<file path="src/rtl/core/abf_pkg.sv">
`timescale 1ns / 1ps
// ----------------------------------------------------------------------------
// abf_pkg
// Shared types, register indexes, microcode fields and the control store of
// the alpha-beta-gamma tracking filter.
// ----------------------------------------------------------------------------
package abf_pkg;

	// Wide intermediate arithmetic
	localparam int WIDE_W = 64;
	localparam logic signed [WIDE_W-1:0] WIDE_LIM = 64'sh3FFF_FFFF_FFFF_FFFF;

	// Configuration register indexes
	localparam int CFG_IDX_W = 3;
	localparam int CFG_DATA_W = 31;
	localparam logic [CFG_IDX_W-1:0] REG_ALPHA = 3'd0;
	localparam logic [CFG_IDX_W-1:0] REG_BETA  = 3'd1;
	localparam logic [CFG_IDX_W-1:0] REG_GAMMA = 3'd2;
	localparam logic [CFG_IDX_W-1:0] REG_DT    = 3'd3;
	localparam logic [CFG_IDX_W-1:0] REG_HSQ   = 3'd4;

	localparam logic [CFG_DATA_W-1:0] DT_RESET  = 31'd65536;
	localparam logic [CFG_DATA_W-1:0] HSQ_RESET = 31'd32768;

	// Multiplier operand load select
	typedef logic [1:0] ld_sel_t;
	localparam ld_sel_t LD_NONE = 2'd0;
	localparam ld_sel_t LD_VEL  = 2'd1;
	localparam ld_sel_t LD_ACC  = 2'd2;
	localparam ld_sel_t LD_RES  = 2'd3;

	// Multiplier half select
	typedef logic [1:0] mul_op_t;
	localparam mul_op_t MUL_NONE = 2'd0;
	localparam mul_op_t MUL_LO   = 2'd1;
	localparam mul_op_t MUL_HI   = 2'd2;

	// Gain select
	typedef logic [2:0] gain_sel_t;
	localparam gain_sel_t G_DT    = 3'd0;
	localparam gain_sel_t G_HSQ   = 3'd1;
	localparam gain_sel_t G_ALPHA = 3'd2;
	localparam gain_sel_t G_BETA  = 3'd3;
	localparam gain_sel_t G_GAMMA = 3'd4;

	// Adder operation: operands and destination
	typedef logic [2:0] add_op_t;
	localparam add_op_t ADD_NONE   = 3'd0;
	localparam add_op_t ADD_P_POS  = 3'd1;
	localparam add_op_t ADD_P_P    = 3'd2;
	localparam add_op_t ADD_VP_VEL = 3'd3;
	localparam add_op_t ADD_VP_VP  = 3'd4;
	localparam add_op_t ADD_RES    = 3'd5;
	localparam add_op_t ADD_NA     = 3'd6;

	// One control word
	typedef struct packed {
		ld_sel_t   ld;
		mul_op_t   mul;
		gain_sel_t gsel;
		logic      rnd;
		add_op_t   add;
		logic      wb;
	} ucode_t;

	localparam ucode_t UCODE_NOP = '{LD_NONE, MUL_NONE, G_DT, 1'b0, ADD_NONE, 1'b0};

	localparam int STEP_W = 5;
	localparam logic [STEP_W-1:0] STEP_LAST = 5'd17;

	// Control store: units overlap, so a product rounds while the next multiplies
	function automatic ucode_t ucode_rom(input logic [STEP_W-1:0] step);
		ucode_t cw;
		cw = UCODE_NOP;
		case (step)
			5'd0:  begin cw.ld = LD_VEL; end
			5'd1:  begin cw.mul = MUL_LO; cw.gsel = G_DT; end
			5'd2:  begin cw.mul = MUL_HI; cw.gsel = G_DT; cw.ld = LD_ACC; end
			5'd3:  begin cw.rnd = 1'b1; cw.mul = MUL_LO; cw.gsel = G_HSQ; end
			5'd4:  begin cw.add = ADD_P_POS; cw.mul = MUL_HI; cw.gsel = G_HSQ; end
			5'd5:  begin cw.rnd = 1'b1; cw.mul = MUL_LO; cw.gsel = G_DT; end
			5'd6:  begin cw.add = ADD_P_P; cw.mul = MUL_HI; cw.gsel = G_DT; end
			5'd7:  begin cw.rnd = 1'b1; cw.add = ADD_RES; end
			5'd8:  begin cw.add = ADD_VP_VEL; cw.ld = LD_RES; end
			5'd9:  begin cw.mul = MUL_LO; cw.gsel = G_ALPHA; end
			5'd10: begin cw.mul = MUL_HI; cw.gsel = G_ALPHA; end
			5'd11: begin cw.rnd = 1'b1; cw.mul = MUL_LO; cw.gsel = G_BETA; end
			5'd12: begin cw.add = ADD_P_P; cw.mul = MUL_HI; cw.gsel = G_BETA; end
			5'd13: begin cw.rnd = 1'b1; cw.mul = MUL_LO; cw.gsel = G_GAMMA; end
			5'd14: begin cw.add = ADD_VP_VP; cw.mul = MUL_HI; cw.gsel = G_GAMMA; end
			5'd15: begin cw.rnd = 1'b1; end
			5'd16: begin cw.add = ADD_NA; end
			5'd17: begin cw.wb = 1'b1; end
			default: begin cw = UCODE_NOP; end
		endcase
		return cw;
	endfunction

	// Clamp a wide sum to +-WIDE_LIM
	function automatic logic signed [WIDE_W-1:0] clamp_wide(input logic signed [WIDE_W-1:0] x);
		if (x > WIDE_LIM)
			return WIDE_LIM;
		if (x < -WIDE_LIM)
			return -WIDE_LIM;
		return x;
	endfunction

	// Saturate a wide value to 32 bits signed
	function automatic logic signed [31:0] sat32(input logic signed [WIDE_W-1:0] x);
		if (x > 64'sd2147483647)
			return 32'sh7FFF_FFFF;
		if (x < -64'sd2147483648)
			return 32'sh8000_0000;
		return x[31:0];
	endfunction

endpackage

</file>
<file path="src/rtl/core/alpha_beta_gamma_filter.sv">
`timescale 1ns / 1ps
// ----------------------------------------------------------------------------
// alpha_beta_gamma_filter
// Alpha-beta-gamma tracker on signed Q16.16 position samples, run by a small
// microprogram over one shared 32x31 multiplier and one wide clamping adder.
// ----------------------------------------------------------------------------
// Usage:
//   Input channel (in_valid / in_stall, payload measurement) takes one
//   position sample per transaction. Output channel (out_valid / out_stall)
//   returns one transaction per sample: position, velocity, acceleration.
//   in_stall is high while a sample is being worked on.
//   A sample is stepped by the control store through 12 half-products on
//   the single multiplier (two per product, six products), then rounding,
//   the last add and write-back.
//   The result sits in an output register; the next sample is accepted while
//   it waits. If it is still not taken when the next write-back is due, the
//   sequencer holds on that step until the receiver drops out_stall.
//   Configuration is a plain write port (cfg_we, cfg_index, cfg_data), to be
//   used only while the block is idle; unknown indexes are ignored.
//   Reset (arst_n low) clears the estimates, the gains to zero, dt to 1.0 and
//   dt^2/2 to 0.5, and empties the output register.
// ----------------------------------------------------------------------------
module alpha_beta_gamma_filter #(
	parameter int DATA_WIDTH = 32
) (
	input  logic                          clk,
	input  logic                          arst_n,
	input  logic                          cfg_we,
	input  logic [abf_pkg::CFG_IDX_W-1:0] cfg_index,
	input  logic [abf_pkg::CFG_DATA_W-1:0] cfg_data,
	input  logic                          in_valid,
	output logic                          in_stall,
	input  logic signed [31:0]            measurement,
	output logic                          out_valid,
	input  logic                          out_stall,
	output logic signed [31:0]            position,
	output logic signed [31:0]            velocity,
	output logic signed [31:0]            acceleration
);
	import abf_pkg::*;

	localparam logic signed [WIDE_W-1:0] DW_MAX = (64'sd1 <<< (DATA_WIDTH - 1)) - 64'sd1;
	localparam logic signed [WIDE_W-1:0] DW_MIN = -DW_MAX - 64'sd1;

	function automatic logic signed [DATA_WIDTH-1:0] sat_dw(input logic signed [WIDE_W-1:0] x);
		if (x > DW_MAX)
			return DW_MAX[DATA_WIDTH-1:0];
		if (x < DW_MIN)
			return DW_MIN[DATA_WIDTH-1:0];
		return x[DATA_WIDTH-1:0];
	endfunction

	function automatic logic signed [WIDE_W-1:0] ext_dw(input logic signed [DATA_WIDTH-1:0] x);
		return {{(WIDE_W - DATA_WIDTH){x[DATA_WIDTH-1]}}, x};
	endfunction

	// Configuration registers
	logic [16:0]           alpha_q;
	logic [CFG_DATA_W-1:0] beta_q;
	logic [CFG_DATA_W-1:0] gamma_q;
	logic [CFG_DATA_W-1:0] dt_q;
	logic [CFG_DATA_W-1:0] hsq_q;

	// Filter state
	logic signed [DATA_WIDTH-1:0] pos_est_q;
	logic signed [DATA_WIDTH-1:0] vel_est_q;
	logic signed [DATA_WIDTH-1:0] acc_est_q;

	// Sequencer
	logic              busy_q;
	logic [STEP_W-1:0] step_q;
	ucode_t            cw;
	logic              advance;

	// Datapath registers
	logic signed [WIDE_W-1:0] y_q;
	logic [61:0]              mag_q;
	logic                     neg_q;
	logic                     neg_m_q;
	logic [62:0]              pl_q;
	logic [60:0]              ph_q;
	logic signed [WIDE_W-1:0] prod_q;
	logic signed [WIDE_W-1:0] p_q;
	logic signed [WIDE_W-1:0] vp_q;
	logic signed [WIDE_W-1:0] r_q;
	logic signed [WIDE_W-1:0] na_q;

	// Output register
	logic               out_valid_q;
	logic signed [31:0] pos_out_q;
	logic signed [31:0] vel_out_q;
	logic signed [31:0] acc_out_q;

	logic in_take;
	logic out_take;

	assign in_stall  = busy_q;
	assign in_take   = in_valid && !busy_q;
	assign out_take  = out_valid_q && !out_stall;
	assign out_valid = out_valid_q;
	assign position     = pos_out_q;
	assign velocity     = vel_out_q;
	assign acceleration = acc_out_q;

	// Fetch the control word; hold write-back while the old result waits
	assign cw      = busy_q ? ucode_rom(step_q) : UCODE_NOP;
	assign advance = !(cw.wb && out_valid_q && out_stall);

	// Operand load: magnitude and sign
	logic signed [WIDE_W-1:0] ld_val;
	logic [WIDE_W-1:0]        ld_abs;
	always_comb begin
		case (cw.ld)
			LD_VEL:  ld_val = ext_dw(vel_est_q);
			LD_ACC:  ld_val = ext_dw(acc_est_q);
			LD_RES:  ld_val = r_q;
			default: ld_val = '0;
		endcase
		ld_abs = ld_val[WIDE_W-1] ? WIDE_W'(-ld_val) : WIDE_W'(ld_val);
	end

	// Shared multiplier: one half of the magnitude times one gain
	logic [31:0] mul_a;
	logic [30:0] mul_g;
	logic [62:0] mul_p;
	always_comb begin
		case (cw.gsel)
			G_DT:    mul_g = dt_q;
			G_HSQ:   mul_g = hsq_q;
			G_ALPHA: mul_g = {14'd0, alpha_q};
			G_BETA:  mul_g = beta_q;
			G_GAMMA: mul_g = gamma_q;
			default: mul_g = '0;
		endcase
		mul_a = (cw.mul == MUL_HI) ? {2'd0, mag_q[61:32]} : mag_q[31:0];
	end
	assign mul_p = 63'(mul_a) * 63'(mul_g);

	// Rounding: recombine halves, round to nearest, clamp, restore sign
	logic [WIDE_W-1:0]        rnd_lo;
	logic [WIDE_W-1:0]        rnd_mag;
	logic signed [WIDE_W-1:0] rnd_val;
	always_comb begin
		rnd_lo = ({1'b0, pl_q} + 64'd32768) >> 16;
		if (|ph_q[60:46]) begin
			rnd_mag = WIDE_LIM;
		end else begin
			rnd_mag = {2'd0, ph_q[45:0], 16'd0} + rnd_lo;
			if (rnd_mag > WIDE_LIM)
				rnd_mag = WIDE_LIM;
		end
		rnd_val = neg_m_q ? -$signed(rnd_mag) : $signed(rnd_mag);
	end

	// Wide clamping adder
	logic signed [WIDE_W-1:0] add_a;
	logic signed [WIDE_W-1:0] add_b;
	logic signed [WIDE_W-1:0] add_sum;
	always_comb begin
		case (cw.add)
			ADD_P_POS:  begin add_a = ext_dw(pos_est_q); add_b = prod_q; end
			ADD_P_P:    begin add_a = p_q;               add_b = prod_q; end
			ADD_VP_VEL: begin add_a = ext_dw(vel_est_q); add_b = prod_q; end
			ADD_VP_VP:  begin add_a = vp_q;              add_b = prod_q; end
			ADD_RES:    begin add_a = y_q;               add_b = -p_q;   end
			ADD_NA:     begin add_a = ext_dw(acc_est_q); add_b = prod_q; end
			default:    begin add_a = '0;                add_b = '0;     end
		endcase
		add_sum = clamp_wide(add_a + add_b);
	end

	// New state values at write-back
	logic signed [DATA_WIDTH-1:0] nx_sat;
	logic signed [DATA_WIDTH-1:0] nv_sat;
	logic signed [DATA_WIDTH-1:0] na_sat;
	assign nx_sat = sat_dw(p_q);
	assign nv_sat = sat_dw(vp_q);
	assign na_sat = sat_dw(na_q);

	// Configuration writes
	always_ff @(posedge clk or negedge arst_n) begin
		if (!arst_n) begin
			alpha_q <= '0;
			beta_q  <= '0;
			gamma_q <= '0;
			dt_q    <= DT_RESET;
			hsq_q   <= HSQ_RESET;
		end else if (cfg_we) begin
			case (cfg_index)
				REG_ALPHA: alpha_q <= cfg_data[16:0];
				REG_BETA:  beta_q  <= cfg_data;
				REG_GAMMA: gamma_q <= cfg_data;
				REG_DT:    dt_q    <= cfg_data;
				REG_HSQ:   hsq_q   <= cfg_data;
				default:   ;
			endcase
		end
	end

	// Sequencer: step counter, busy flag, output valid
	always_ff @(posedge clk or negedge arst_n) begin
		if (!arst_n) begin
			busy_q      <= 1'b0;
			step_q      <= '0;
			out_valid_q <= 1'b0;
		end else begin
			if (out_take)
				out_valid_q <= 1'b0;
			if (in_take) begin
				busy_q <= 1'b1;
				step_q <= '0;
			end else if (busy_q && advance) begin
				if (cw.wb) begin
					busy_q      <= 1'b0;
					step_q      <= '0;
					out_valid_q <= 1'b1;
				end else begin
					step_q <= step_q + 1'b1;
				end
			end
		end
	end

	// Filter state: update once per transaction at write-back
	always_ff @(posedge clk or negedge arst_n) begin
		if (!arst_n) begin
			pos_est_q <= '0;
			vel_est_q <= '0;
			acc_est_q <= '0;
		end else if (cw.wb && advance) begin
			pos_est_q <= nx_sat;
			vel_est_q <= nv_sat;
			acc_est_q <= na_sat;
		end
	end

	// Datapath registers
	always_ff @(posedge clk) begin
		if (in_take)
			y_q <= {{(WIDE_W - 32){measurement[31]}}, measurement};
		if (cw.ld != LD_NONE) begin
			mag_q <= ld_abs[61:0];
			neg_q <= ld_val[WIDE_W-1];
		end
		if (cw.mul == MUL_LO) begin
			pl_q    <= mul_p;
			neg_m_q <= neg_q;
		end
		if (cw.mul == MUL_HI)
			ph_q <= mul_p[60:0];
		if (cw.rnd)
			prod_q <= rnd_val;
		case (cw.add)
			ADD_P_POS, ADD_P_P:    p_q  <= add_sum;
			ADD_VP_VEL, ADD_VP_VP: vp_q <= add_sum;
			ADD_RES:               r_q  <= add_sum;
			ADD_NA:                na_q <= add_sum;
			default:               ;
		endcase
		if (cw.wb && advance) begin
			pos_out_q <= sat32(ext_dw(nx_sat));
			vel_out_q <= sat32(ext_dw(nv_sat));
			acc_out_q <= sat32(ext_dw(na_sat));
		end
	end

	// Checks
	a_step_range: assert property (@(posedge clk) disable iff (!arst_n)
		busy_q |-> (step_q <= STEP_LAST))
		else $error("step counter ran past the last control word");

	a_valid_from_wb: assert property (@(posedge clk) disable iff (!arst_n)
		$rose(out_valid_q) |-> ($past(busy_q) && ($past(step_q) == STEP_LAST)))
		else $error("result raised outside the write-back step");

	a_state_idle: assert property (@(posedge clk) disable iff (!arst_n)
		!$past(busy_q) |-> ($stable(pos_est_q) && $stable(vel_est_q) && $stable(acc_est_q)))
		else $error("estimates changed while no sample was in progress");

endmodule

</file>
<file path="config.mk">
export PLATFORM = sky130hd
export DESIGN_NAME = alpha_beta_gamma_filter
export DESIGN_NICKNAME = d
export VERILOG_FILES = /design/src/rtl/core/abf_pkg.sv /design/src/rtl/core/alpha_beta_gamma_filter.sv
export SDC_FILE = /design/constraint.sdc
export NUM_CORES = 2
export LEC_CHECK = 0
export BUFFER_PORTS_ARGS = -buffer_cell sky130_fd_sc_hd__buf_4
export CAP_MARGIN = 10
export CORE_AREA = 2 2 475 477
export DETAILED_ROUTE_END_ITERATION = 7
export DIE_AREA = 0 0 477 479
export PLACE_DENSITY = 0.59
export SETUP_SLACK_MARGIN = 0.5
export SYNTH_ARGS = -nofsm -noshare
export SYNTH_HDL_FRONTEND = slang
export SYNTH_SLANG_ARGS = --single-unit
export TNS_END_PERCENT = 5
</file>
<file path="constraint.sdc">
create_clock -name clk -period 15.22 [get_ports clk]
set_clock_uncertainty 0.05 [all_clocks]
set_input_delay 2.283 -clock clk [delete_from_list [all_inputs] [get_ports clk]]
set_output_delay 2.283 -clock clk [all_outputs]
set_load 0.02 [all_outputs]
</file>
==> metrics.yaml <==
synthTopCellsByArea: "edfxtp_1, fa_1, dfrtp_1"
coreArea_sq_mm: 0.224
crit_path_start_kind: "flop"
antenna_found_initial: 14
drtPass1Iterations: 6
synth_area_sq_mm: 0.0779
yosys.cell_types.count: 102
area_growth_pct: 10.5
hold_viol_final: 0
wirelength_um: 281000
via_per_inst: 5.60
hold_path.class: "flop to flop"
synthArstFlopShare_pct: 28.2
nFillCells: 22000
ys_seq_elements: 864
clk-insertion-delay-late_ns: 0.76
grt_pass1_vias: 61900
rsz0062_at_grt: "false"
critPathKind: "flop to flop"
htree_levels: 3
fin_nets: 9123
grt_max_degree: 130
synth_most_common_cell: "nand2_1"
drt-initial-drc-count: 6530
numPortBuffers: 168
highest_layer: "met5"
start_util_pct: 34.8
ctsHoldBuffers: 0
cts_tree: "built"
cpPeakStageDelay_ns: 0.94
cp_common_cell: "fa_1"
met3_length_um: 25600
drt-wirelength-per-cell_um: 25.8
cp_max_fo: 45
dp_hpwl_um: 216000
overflow: 0
via_count: 61000
drive_gt1_share_pct: 10.6
syn_area_per_cell_sq_um: 9.93
clk_pin_slew_ns: 0.06
cts_made_buffers: 95
slew_headroom_pct: 3.44
synth_ff_type: "edfxtp_1"
cts.path.max_buffers: 3
tightest_slew_ns: 1.43
fin_tns_setup_ns: 0
cap_violations: 0
postSynthCellCount: 7848
grt_first_pass_wirelength_um: 418000
cts-root-buf: "clkbuf_16"
pin_count: 169
synth_fp_nets: 9148
ys_seq_area_share_pct: 31.7
cts.sinks: 864
grt_use_total_pct: 24.4
status: "complete, no violations"
setup_viol: 0
yosysTopAreaCell: "edfxtp_1"
worst_ep_arrival_time_ns: 13.08
postCtsSetupRepairBufs: 0
dieArea_sq_mm: 0.228
ant_nets: 0
yosys.area.top_type_share_pct: 23.9
post-route-period-util_pct: 83.0
met1_length_um: 117000
cp_data_required_time_ns: 15.67
max_freq_ghz: 0.0792
row_count: 174
cts_resized: 0
place.gp.congestion: 0.972
die_w_um: 477
synth_common_cells: "nand2_1, inv_1, fa_1, nor2_1, edfxtp_1"
period_needed_ns: 12.63
final_max_slew_viol_count: 0
slowest_stage: "a2111oi_0"
yosys_warnings: 0
wl_met2_um: 128000
synth-edff-count: 620
drc: 0
die_y_um: 479
end_kind: "flop"
routing by layer:
layer / global-route usage, % / up-vias
met5: 0 / -
met4: 8.01 / 4
met3: 5.61 / 489
met2: 38.4 / 2717
met1: 33.0 / 31300
li1: - / 26400
metrics by stage:
| stage | std cells | util [%] | hold WS (ns) | setup slack [ns] | instance area, sq um |
|---|---|---|---|---|---|
| detailed placement | 10700 | 37.0 | 0.360 | 2.57 | 82800 |
| global route | 10900 | 38.5 | 0.389 | 2.01 | 86000 |
| global placement | 10700 | 37.0 | 0.356 | 2.64 | 82800 |
| finish | 10900 | 38.5 | 0.374 | 2.59 | 86000 |
| CTS | 10900 | 38.5 | 0.375 | 2.59 | 86000 |
| floorplan | 7848 | - | 0.350 | 3.51 | 77900 |
sequential cells by signal, indices dropped and copies added, names as in the netlist, 48 cells and up:
signal	flops
na_q	64
p_q	64
prod_q	64
vp_q	64
r_q	63
mag_q	62
ph_q	61
pl_q	48
worst paths after layout:
path                               start       endpoint  slack [ns]  depth (start not counted)
worst max-delay path            in_stall       pl_q[61]        2.59                         34
worst max register to register  in_stall       pl_q[61]        2.59                         34
worst min-delay path               neg_q        neg_m_q        0.37                          0
max in group asynchronous         arst_n    gamma_q[25]       11.09                          3
worst min register to register     neg_q        neg_m_q        0.37                          0
min in group asynchronous         arst_n  pos_est_q[11]        1.53                          1
layout by cell type (no fill, tap or decap), drive strengths merged, types with 67 or more instances in the layout:
master / synthesis / layout
a31oi: 107 / 107
nand4: 96 / 96
nand3: 85 / 85
edfxtp: 620 / 620
a221o: 72 / 72
clkbuf: 379 / 126
nand2: 1008 / 1008
a22o: 67 / 67
nor2: 776 / 776
a21o: 127 / 127
buf: 44 / 300
inv: 931 / 939
mux2i: 150 / 150
mux2: 225 / 225
a21oi: 270 / 270
nor3: 89 / 89
xor2: 116 / 116
xnor2: 193 / 193
and3: 69 / 69
fa: 868 / 868
o21ai: 273 / 273
ha: 361 / 361
dfrtp: 242 / 242
cells by family (layout without fill, tap and decap cells):
| logic type | Yosys count | count (layout) | synth area share (%) |
|---|---|---|---|
| adder cells (fa/ha/maj) | 1229 | 1229 | 28.1 |
| AO/OA/AOI/OAI | 1270 | 1270 | 11.0 |
| AND/OR/NAND/NOR | 2447 | 2447 | 14.0 |
| XOR/XNOR | 309 | 309 | 3.47 |
| buffers and inverters | 1354 | 1407 | 6.59 |
| multiplexers | 375 | 375 | 5.18 |
| flip-flops | 864 | 864 | 31.7 |
| other | 0 | 3 | 0 |
worst max-delay path: cells and delay by family, from the launching register on:
family / cells / cell delay, ns
AO/OA/AOI/OAI: 12 / 4.06
XOR/XNOR: 1 / 0.09
adder cells (fa/ha/maj): 9 / 4.32
AND/OR/NAND/NOR: 4 / 1.74
flip-flops: 1 / 0.33
buffers and inverters: 8 / 1.72
cell type report:
| class | count | area [sq um] | share of cell area, % |
|---|---|---|---|
| flip-flops and latches | 864 | 24700 | 28.7 |
| repair buffers | 301 | 2260 | 2.63 |
| clock inverters | 50 | 572 | 0.665 |
| well taps | 2992 | 3740 | 4.35 |
| inverters | 931 | 3500 | 4.07 |
| multi-input cells | 5630 | 48600 | 56.5 |
| clock buffers | 125 | 2630 | 3.06 |
| diodes | 3 | 7.51 | 0.00872 |
Power is not shown: default switching activity piles up to over one toggle a cycle in this logic, so the estimate is an artifact.
